[src/rtl/wmc_pkg.sv]
package wmc_pkg;

  // Milliseconds in one minute, used to turn the interval setting into a timer length.
  localparam logic [15:0] MS_PER_MINUTE = 16'd60000;

  // Configuration register indexes.
  localparam int unsigned CFG_INDEX_W = 3;
  localparam int unsigned CFG_DATA_W  = 24;
  localparam logic [CFG_INDEX_W-1:0] REG_MOISTURE_THRESHOLD    = 3'd0;
  localparam logic [CFG_INDEX_W-1:0] REG_MOISTURE_PUMP_SECONDS = 3'd1;
  localparam logic [CFG_INDEX_W-1:0] REG_TIMER_PUMP_SECONDS    = 3'd2;
  localparam logic [CFG_INDEX_W-1:0] REG_HYSTERESIS_PERCENT    = 3'd3;
  localparam logic [CFG_INDEX_W-1:0] REG_COOLDOWN_MS           = 3'd4;
  localparam logic [CFG_INDEX_W-1:0] REG_LOW_WATER_ML          = 3'd5;

  typedef enum logic [1:0] {
    ST_NORMAL   = 2'd0,
    ST_WATERING = 2'd1,
    ST_LOW      = 2'd2
  } op_state_t;

  typedef struct packed {
    logic [6:0]  moisture_threshold;
    logic [7:0]  moisture_pump_seconds;
    logic [7:0]  timer_pump_seconds;
    logic [6:0]  hysteresis_percent;
    logic [23:0] cooldown_ms;
    logic [15:0] low_water_ml;
  } cfg_t;

  typedef struct packed {
    op_state_t   op;
    logic [15:0] remaining_ml;
    logic        locked;
    logic        known_mode;
    logic [10:0] known_interval;
    logic        interval_running;
    logic [26:0] interval_left_ms;
    logic [26:0] interval_length_ms;
    logic        cooldown_running;
    logic [23:0] cooldown_left_ms;
  } ctl_state_t;

  typedef struct packed {
    logic [15:0] elapsed_ms;
    logic [6:0]  moisture_percent;
    logic        pump_busy;
    logic        pump_finished;
    logic [15:0] water_used_ml;
    logic        mode_select;
    logic [10:0] interval_minutes;
    logic        refill_valid;
    logic [15:0] refill_level_ml;
  } tick_t;

  typedef struct packed {
    logic        pump_start;
    logic [7:0]  pump_seconds;
    logic [1:0]  op_state;
    logic [15:0] remaining_ml;
    logic [26:0] time_to_next_ms;
  } result_t;

endpackage

[src/rtl/wmc_tick_if.sv]
interface wmc_tick_if;
  logic        valid;
  logic        ready;
  logic [15:0] elapsed_ms;
  logic [6:0]  moisture_percent;
  logic        pump_busy;
  logic        pump_finished;
  logic [15:0] water_used_ml;
  logic        mode_select;
  logic [10:0] interval_minutes;
  logic        refill_valid;
  logic [15:0] refill_level_ml;

  modport source (
    output valid, elapsed_ms, moisture_percent, pump_busy, pump_finished,
           water_used_ml, mode_select, interval_minutes, refill_valid, refill_level_ml,
    input  ready
  );
  modport sink (
    input  valid, elapsed_ms, moisture_percent, pump_busy, pump_finished,
           water_used_ml, mode_select, interval_minutes, refill_valid, refill_level_ml,
    output ready
  );
endinterface

[src/rtl/wmc_result_if.sv]
interface wmc_result_if;
  logic        valid;
  logic        ready;
  logic        pump_start;
  logic [7:0]  pump_seconds;
  logic [1:0]  op_state;
  logic [15:0] remaining_ml;
  logic [26:0] time_to_next_ms;

  modport source (
    output valid, pump_start, pump_seconds, op_state, remaining_ml, time_to_next_ms,
    input  ready
  );
  modport sink (
    input  valid, pump_start, pump_seconds, op_state, remaining_ml, time_to_next_ms,
    output ready
  );
endinterface

[src/rtl/wmc_cfg_if.sv]
interface wmc_cfg_if;
  logic        valid;
  logic        ready;
  logic [2:0]  index;
  logic [23:0] data;

  modport source (output valid, index, data, input ready);
  modport sink (input valid, index, data, output ready);
endinterface

[src/rtl/wmc_step.sv]
module wmc_step
  import wmc_pkg::*;
(
  input  ctl_state_t  cur,
  input  cfg_t        cfg,
  input  tick_t       item,
  input  logic [26:0] interval_ms,
  output ctl_state_t  nxt,
  output result_t     res
);

  logic       cooling;
  logic       blocked;
  logic [7:0] unlock_level;

  assign unlock_level = {1'b0, cfg.moisture_threshold} + {1'b0, cfg.hysteresis_percent};

  always_comb begin
    nxt     = cur;
    res     = '0;
    cooling = 1'b0;
    blocked = 1'b0;

    // Refill and timer advance happen before the state machine looks at anything.
    if (item.refill_valid) begin
      nxt.remaining_ml = item.refill_level_ml;
    end
    if (cur.interval_running) begin
      nxt.interval_left_ms = (cur.interval_left_ms > {11'd0, item.elapsed_ms}) ?
                             cur.interval_left_ms - {11'd0, item.elapsed_ms} : 27'd0;
    end
    if (cur.cooldown_running) begin
      nxt.cooldown_left_ms = (cur.cooldown_left_ms > {8'd0, item.elapsed_ms}) ?
                             cur.cooldown_left_ms - {8'd0, item.elapsed_ms} : 24'd0;
    end

    case (cur.op)
      ST_WATERING: begin
        if (item.pump_finished) begin
          nxt.remaining_ml = (item.water_used_ml < nxt.remaining_ml) ?
                             nxt.remaining_ml - item.water_used_ml : 16'd0;
          if (!item.mode_select) begin
            nxt.cooldown_left_ms = cfg.cooldown_ms;
            nxt.cooldown_running = 1'b1;
            nxt.locked           = 1'b1;
          end else begin
            nxt.interval_left_ms = cur.interval_length_ms;
            nxt.interval_running = 1'b1;
          end
          nxt.op = (nxt.remaining_ml < cfg.low_water_ml) ? ST_LOW : ST_NORMAL;
        end
      end
      ST_LOW: begin
        if (nxt.remaining_ml >= cfg.low_water_ml) begin
          nxt.op               = ST_NORMAL;
          nxt.locked           = 1'b0;
          nxt.cooldown_running = 1'b0;
          nxt.cooldown_left_ms = '0;
          nxt.known_interval   = item.interval_minutes;
          if (cur.known_mode) begin
            nxt.interval_length_ms = interval_ms;
            nxt.interval_left_ms   = interval_ms;
            nxt.interval_running   = 1'b1;
          end else begin
            nxt.interval_running = 1'b0;
            nxt.interval_left_ms = '0;
          end
        end
      end
      default: begin
        if (item.mode_select != cur.known_mode) begin
          // Mode change re-arms all spacing for the new mode.
          nxt.known_mode       = item.mode_select;
          nxt.locked           = 1'b0;
          nxt.cooldown_running = 1'b0;
          nxt.cooldown_left_ms = '0;
          nxt.known_interval   = item.interval_minutes;
          if (item.mode_select) begin
            nxt.interval_length_ms = interval_ms;
            nxt.interval_left_ms   = interval_ms;
            nxt.interval_running   = 1'b1;
          end else begin
            nxt.interval_running = 1'b0;
            nxt.interval_left_ms = '0;
          end
        end else if (cur.known_mode && (item.interval_minutes != cur.known_interval)) begin
          nxt.known_interval     = item.interval_minutes;
          nxt.interval_length_ms = interval_ms;
          nxt.interval_left_ms   = interval_ms;
          nxt.interval_running   = 1'b1;
        end

        if (!item.pump_busy) begin
          if (!nxt.known_mode) begin
            cooling = nxt.cooldown_running && (nxt.cooldown_left_ms != 24'd0);
            if (!cooling && nxt.locked) begin
              if ({1'b0, item.moisture_percent} > unlock_level) begin
                nxt.locked = 1'b0;
              end else begin
                blocked = 1'b1;
              end
            end
            if (!cooling && !blocked && (item.moisture_percent < cfg.moisture_threshold)) begin
              res.pump_start   = 1'b1;
              res.pump_seconds = cfg.moisture_pump_seconds;
              nxt.op           = ST_WATERING;
            end
          end else if (nxt.interval_running && (nxt.interval_left_ms == 27'd0)) begin
            res.pump_start   = 1'b1;
            res.pump_seconds = cfg.timer_pump_seconds;
            nxt.op           = ST_WATERING;
          end
        end
      end
    endcase

    res.op_state     = nxt.op;
    res.remaining_ml = nxt.remaining_ml;
    if ((nxt.op == ST_NORMAL) && nxt.known_mode && nxt.interval_running) begin
      res.time_to_next_ms = nxt.interval_left_ms;
    end
  end

endmodule

[src/rtl/watering_mode_controller.sv]
// Watering mode controller: decides, once per tick, whether to start a pump cycle.
// Channels: "tick" carries one sensor/time-base transaction per tick; "result"
// returns exactly one decision transaction per tick, in order; "cfg" writes the
// six setting registers by index and is always ready. The user must change
// settings only while no tick is in flight; the block itself does not enforce it.
// Pipeline: a tick accepted on the tick channel is registered in the input
// register (its interval setting is converted to milliseconds on the way in),
// the decision is computed from it combinationally and is registered in the
// result register, which drives the result channel.
// Throughput is one tick per cycle while the receiver does not stall.
// When the receiver stalls, the result register holds its transaction and the
// input register keeps the next tick; tick.ready drops only when both are full.
// The controller state is updated only as a tick moves into the result
// register, so stalls never change behavior.
// Reset (synchronous, active high) restores the default settings, puts the
// controller in normal moisture mode with an empty water estimate and all
// timers stopped, and empties both pipeline registers.
module watering_mode_controller
  import wmc_pkg::*;
(
  input  logic          clk,
  input  logic          rst,
  wmc_tick_if.sink      tick,
  wmc_result_if.source  result,
  wmc_cfg_if.sink       cfg
);

  cfg_t        settings;
  ctl_state_t  state;
  ctl_state_t  state_next;

  // Input register stage.
  logic        held_valid;
  tick_t       held;
  logic [26:0] held_interval_ms;

  // Result register stage.
  logic        out_valid;
  result_t     out_data;
  result_t     res_next;

  logic        advance;
  logic        take;

  assign advance = held_valid && (!out_valid || result.ready);
  assign take    = tick.valid && tick.ready;

  assign tick.ready = !held_valid || advance;
  assign cfg.ready  = 1'b1;

  wmc_step u_step (
    .cur         (state),
    .cfg         (settings),
    .item        (held),
    .interval_ms (held_interval_ms),
    .nxt         (state_next),
    .res         (res_next)
  );

  // Configuration registers.
  always_ff @(posedge clk) begin
    if (rst) begin
      settings.moisture_threshold    <= 7'd30;
      settings.moisture_pump_seconds <= 8'd5;
      settings.timer_pump_seconds    <= 8'd5;
      settings.hysteresis_percent    <= 7'd5;
      settings.cooldown_ms           <= 24'd60000;
      settings.low_water_ml          <= 16'd200;
    end else if (cfg.valid) begin
      case (cfg.index)
        REG_MOISTURE_THRESHOLD:    settings.moisture_threshold    <= cfg.data[6:0];
        REG_MOISTURE_PUMP_SECONDS: settings.moisture_pump_seconds <= cfg.data[7:0];
        REG_TIMER_PUMP_SECONDS:    settings.timer_pump_seconds    <= cfg.data[7:0];
        REG_HYSTERESIS_PERCENT:    settings.hysteresis_percent    <= cfg.data[6:0];
        REG_COOLDOWN_MS:           settings.cooldown_ms           <= cfg.data;
        REG_LOW_WATER_ML:          settings.low_water_ml          <= cfg.data[15:0];
        default: begin
        end
      endcase
    end
  end

  // Input register: the tick fields plus the interval in milliseconds. The
  // product of an 11-bit minute count and 60000 fits in 27 bits.
  always_ff @(posedge clk) begin
    if (rst) begin
      held_valid <= 1'b0;
    end else if (take) begin
      held_valid <= 1'b1;
    end else if (advance) begin
      held_valid <= 1'b0;
    end
    if (take) begin
      held.elapsed_ms       <= tick.elapsed_ms;
      held.moisture_percent <= tick.moisture_percent;
      held.pump_busy        <= tick.pump_busy;
      held.pump_finished    <= tick.pump_finished;
      held.water_used_ml    <= tick.water_used_ml;
      held.mode_select      <= tick.mode_select;
      held.interval_minutes <= tick.interval_minutes;
      held.refill_valid     <= tick.refill_valid;
      held.refill_level_ml  <= tick.refill_level_ml;
      held_interval_ms      <= 27'({16'd0, tick.interval_minutes} * {11'd0, MS_PER_MINUTE});
    end
  end

  // Controller state and result register advance together.
  always_ff @(posedge clk) begin
    if (rst) begin
      state.op                 <= ST_NORMAL;
      state.remaining_ml       <= '0;
      state.locked             <= 1'b0;
      state.known_mode         <= 1'b0;
      state.known_interval     <= '0;
      state.interval_running   <= 1'b0;
      state.interval_left_ms   <= '0;
      state.interval_length_ms <= '0;
      state.cooldown_running   <= 1'b0;
      state.cooldown_left_ms   <= '0;
      out_valid                <= 1'b0;
    end else begin
      if (advance) begin
        state     <= state_next;
        out_valid <= 1'b1;
      end else if (result.ready) begin
        out_valid <= 1'b0;
      end
    end
    if (advance) begin
      out_data <= res_next;
    end
  end

  assign result.valid           = out_valid;
  assign result.pump_start      = out_data.pump_start;
  assign result.pump_seconds    = out_data.pump_seconds;
  assign result.op_state        = out_data.op_state;
  assign result.remaining_ml    = out_data.remaining_ml;
  assign result.time_to_next_ms = out_data.time_to_next_ms;

endmodule
[src/flat_wrapper.sv]
// flat-port wrapper written by rule: the top's interface ports become plain ports
module watering_mode_controller_flat import wmc_pkg::*;
  (clk, rst, tick_valid, tick_elapsed_ms, tick_moisture_percent, tick_pump_busy, tick_pump_finished, tick_water_used_ml, tick_mode_select, tick_interval_minutes, tick_refill_valid, tick_refill_level_ml, tick_ready, result_valid, result_pump_start, result_pump_seconds, result_op_state, result_remaining_ml, result_time_to_next_ms, result_ready, cfg_valid, cfg_index, cfg_data, cfg_ready);
  wmc_tick_if tick_i ();
  wmc_result_if result_i ();
  wmc_cfg_if cfg_i ();
  input  logic clk;
  input  logic rst;
  input wire logic [$bits(tick_i.valid)-1:0] tick_valid;
  input wire logic [$bits(tick_i.elapsed_ms)-1:0] tick_elapsed_ms;
  input wire logic [$bits(tick_i.moisture_percent)-1:0] tick_moisture_percent;
  input wire logic [$bits(tick_i.pump_busy)-1:0] tick_pump_busy;
  input wire logic [$bits(tick_i.pump_finished)-1:0] tick_pump_finished;
  input wire logic [$bits(tick_i.water_used_ml)-1:0] tick_water_used_ml;
  input wire logic [$bits(tick_i.mode_select)-1:0] tick_mode_select;
  input wire logic [$bits(tick_i.interval_minutes)-1:0] tick_interval_minutes;
  input wire logic [$bits(tick_i.refill_valid)-1:0] tick_refill_valid;
  input wire logic [$bits(tick_i.refill_level_ml)-1:0] tick_refill_level_ml;
  output wire logic [$bits(tick_i.ready)-1:0] tick_ready;
  output wire logic [$bits(result_i.valid)-1:0] result_valid;
  output wire logic [$bits(result_i.pump_start)-1:0] result_pump_start;
  output wire logic [$bits(result_i.pump_seconds)-1:0] result_pump_seconds;
  output wire logic [$bits(result_i.op_state)-1:0] result_op_state;
  output wire logic [$bits(result_i.remaining_ml)-1:0] result_remaining_ml;
  output wire logic [$bits(result_i.time_to_next_ms)-1:0] result_time_to_next_ms;
  input wire logic [$bits(result_i.ready)-1:0] result_ready;
  input wire logic [$bits(cfg_i.valid)-1:0] cfg_valid;
  input wire logic [$bits(cfg_i.index)-1:0] cfg_index;
  input wire logic [$bits(cfg_i.data)-1:0] cfg_data;
  output wire logic [$bits(cfg_i.ready)-1:0] cfg_ready;
  assign tick_i.valid = tick_valid;
  assign tick_i.elapsed_ms = tick_elapsed_ms;
  assign tick_i.moisture_percent = tick_moisture_percent;
  assign tick_i.pump_busy = tick_pump_busy;
  assign tick_i.pump_finished = tick_pump_finished;
  assign tick_i.water_used_ml = tick_water_used_ml;
  assign tick_i.mode_select = tick_mode_select;
  assign tick_i.interval_minutes = tick_interval_minutes;
  assign tick_i.refill_valid = tick_refill_valid;
  assign tick_i.refill_level_ml = tick_refill_level_ml;
  assign tick_ready = tick_i.ready;
  assign result_valid = result_i.valid;
  assign result_pump_start = result_i.pump_start;
  assign result_pump_seconds = result_i.pump_seconds;
  assign result_op_state = result_i.op_state;
  assign result_remaining_ml = result_i.remaining_ml;
  assign result_time_to_next_ms = result_i.time_to_next_ms;
  assign result_i.ready = result_ready;
  assign cfg_i.valid = cfg_valid;
  assign cfg_i.index = cfg_index;
  assign cfg_i.data = cfg_data;
  assign cfg_ready = cfg_i.ready;
  watering_mode_controller u_core (.clk(clk), .rst(rst), .tick(tick_i), .result(result_i), .cfg(cfg_i));
endmodule
[config.mk]
export PLATFORM = sky130hd
export DESIGN_NAME = watering_mode_controller_flat
export DESIGN_NICKNAME = d
export VERILOG_FILES = /design/src/rtl/wmc_pkg.sv /design/src/rtl/wmc_tick_if.sv /design/src/rtl/wmc_result_if.sv /design/src/rtl/wmc_cfg_if.sv /design/src/rtl/wmc_step.sv /design/src/rtl/watering_mode_controller.sv /design/src/flat_wrapper.sv
export SDC_FILE = /design/constraint.sdc
export NUM_CORES = 1
export LEC_CHECK = 0
export BUFFER_PORTS_ARGS = -buffer_cell sky130_fd_sc_hd__buf_2
export CAP_MARGIN = 10
export CELL_PAD_IN_SITES_DETAIL_PLACEMENT = 1
export CELL_PAD_IN_SITES_GLOBAL_PLACEMENT = 2
export CORE_MARGIN = 1.5
export CORE_UTILIZATION = 41
export CTS_CLUSTER_DIAMETER = 30
export CTS_CLUSTER_SIZE = 12
export DETAILED_ROUTE_END_ITERATION = 10
export HOLD_SLACK_MARGIN = 0.06
export PLACE_DENSITY_LB_ADDON = 0.1
export SLEW_MARGIN = 20
export SYNTH_ARGS = -nofsm -noshare
export SYNTH_HDL_FRONTEND = slang
export SYNTH_HIERARCHICAL = 1
export SYNTH_SLANG_ARGS = --single-unit
[constraint.sdc]
create_clock -name clk -period 10.5 [get_ports clk]
set_input_delay 3.15 -clock clk [delete_from_list [all_inputs] [get_ports clk]]
set_output_delay 3.15 -clock clk [all_outputs]
set_load 0.01 [all_outputs]
==> qor.yml <==
die_x_um: 238.3
post_drt_via_cell_ratio: 5.820
clock_latency_ps: 640
setup_viol: 0
finalPower_mw: 5.781
initial_core_util: 0.4137
synth_flop_cell: "dfxtp_1"
setup_slack_ps: 3196
hold_class: "reg2reg"
synth_edf_count: 145
hpwlAfterDp_um: 57040
syn_area_per_cell_um2: 8.499
max_freq_mhz: 136.9
cts_tree: "built"
slowest_stage: "fa_1"
finalWirelength_um: 79580
crit_fanout: 8
ys_seq_area_frac: 0.3532
worstPathRequired_ps: 10840
seq_area_um2: 8018
holdWs_ps: 458.1
synth_cells: 2671
critPathArrivalTime_ps: 7640
min_period_over_period: 0.6956
cts.path.max_buffers: 3
power.internal_mw: 3.986
fin_util: 0.4972
synth_top_area_share: 0.1918
synthTopCellsByCount: "520 x nand2_1, 284 x a21oi_1, 183 x dfxtp_1"
start_kind: "primary input"
num_vias: 20940
worstPathCellList: "buf_2 > inv_1 > fa_1 > inv_1 > fa_1 > fa_1 > fa_1 > inv_1 > fa_1 > inv_1 > ha_1 > nand2_1 > o21ai_2 > a31oi_2 > o31ai_4 > a2111oi_1 > nor3_2"
track_usage: 0.2780
cp-end-kind: "register"
cts_root_buf: "clkbuf_16"
area_growth_pct: 20.20
cts_setup_buffers: 0
fp.dieH_um: 238.3
drt_iter0_markers: 1268
cts_sinks: 328
cts_resized: 0
die_area_um2: 56790
switching_share: 0.3105
fin_nets: 3122
seq_power_share: 0.270
first_global_vias: 21710
yosysTopAreaCell: "edfxtp_1"
slew_violations: 0
post-route-drc-count: 0
crit_type: "in2reg"
multi_input_area_um2: 13530
slew_headroom: 0.2906
power_frac_clock: 0.505
pwr-share-comb: 0.225
rows: 86
cp_common_cell: "fa_1"
rsz0062_at_grt: "no"
ant_nets: 0
portBuffers: 157
core_um2: 54880
drive_above_1_share: 0.1456
hold_viol: 0
synth_area_um2: 22700
nFillCells: 6397
p_leak_nw: 11.04
critPathMaxStageDelay_ps: 550
p_per_area_nw_per_um2: 211.9
yosysMostFrequentCell: "nand2_1"
routabilityCongestion: 0.8716
ir_worst_vdd_mv: 0.1458
numPlacedInstances: 3417
htreeDepth: 3
grt_max_degree: 114
setup_tns_ps: 0
place_ws_ps: 2575
antenna_found_initial: 2
synthTopCellsByArea: "edfxtp_1 19%, dfxtp_1 16%, ha_1 9.4%"
p_sw_mw: 1.795
avgRoutedWirePerCell_um: 22.12
grt-ovfl-total: 0
cts.clk_slew.worst_paths_ps: 40
synth_cell_type_count: 97
skew_ps: 47.00
cts_hold_buf: 0
ioPinCount: 159
synth-async-reset-ratio: 0
tightestPinTransition_ps: 1062
grt_pass1_wl_um: 123800
status: "finished, final reports clean"
stdcell_area_um2: 27290
maxCapViolCount: 0
ys_warn_count: 6
post_dp_cell_area_um2: 23970
numCtsBuffers: 94
finalNonFillerCells: 3598
drtPass1Iterations: 5
synth-seq-cells: 328
min_period_ps: 7304
==> kinds of logic (layout without fill, tap and decap cells) <==
group	after synthesis	after routing	synth area share
other cells	2	23	0.0003308
buf+inv	308	510	0.05594
mux	48	48	0.02315
flops	328	328	0.3532
compound gates	748	748	0.2167
xor+xnor	81	81	0.03125
simple gates	946	946	0.1908
fa+ha+maj	210	210	0.1286
==> power by group through the flow <==
stage	clock network (mW)	logic (mW)	registers (mW)
after floorplan	0	0.922	1.54
after global placement	0	1.23	1.58
after detailed placement	0	1.28	1.58
after CTS	2.96	1.30	1.56
after global routing	3.03	1.44	1.57
final	2.92	1.30	1.56
==> placed cells by master, fill, tap and decap left out, drive strengths merged, types with 24 or more instances in the layout <==
master	n
nand3	41
a211oi	25
edfxtp	145
nor2	125
ha	171
fa	39
xor2	27
a21oi	287
and2	31
nand2b	24
clkinv	35
nand2	520
a21o	30
mux2	36
a221oi	42
a31oi	48
buf	184
nand4	27
o21ai	93
dfxtp	183
nor3	39
inv	152
xnor2	54
nor2b	27
o31a	29
clkbuf	119
==> sequential cells by signal (all words and copies together) (netlist names), 2 cells and up <==
| signal | flops |
|---|---|
| u_core/result.op_state | 2 |
| u_core/result.time_to_next_ms | 27 |
| u_core/held_interval_ms | 21 |
| u_core/held | 70 |
| u_core/result.remaining_ml | 16 |
| u_core/settings | 70 |
| u_core/state | 111 |
| u_core/result.pump_seconds | 8 |
==> metal layers <==
layer,routed length [um],vias to the layer above,global-route usage
met1,36860,10410,0.3790
li1,-,9901,-
met3,4004,105,0.04165
met5,0,-,0
met4,1596,0,0.08285
met2,37110,528,0.4545
==> final timing paths <==
kind                            startpoint                                 to  slack, ps  depth (start not counted)
hold reg to reg           u_core/state[94]                   u_core/state[94]        460                          2
hold / removal            u_core/state[94]                   u_core/state[94]        460                          2
setup / recovery  tick_interval_minutes[1]        u_core/held_interval_ms[26]       3200                         17
setup reg to reg           u_core/held[16]  u_core/result.time_to_next_ms[24]       3900                         24
==> layout make-up <==
cell class,instances,share of cell area
Antenna cell,2,0.0001834
Clock buffer,119,0.09331
Clock inverter,59,0.02724
Inverter,148,0.02054
Multi-Input combinational cell,2054,0.4960
Sequential cell,328,0.2938
Tap cell,704,0.03228
Timing Repair Buffer,184,0.03659
==> critical path, delay by kind of cell <==
family          cells  cell delay, ps
compound gates      4             920
fa+ha+maj           6            2910
buf+inv             5             440
simple gates        2             220
Power figures use the tool's default switching activity.
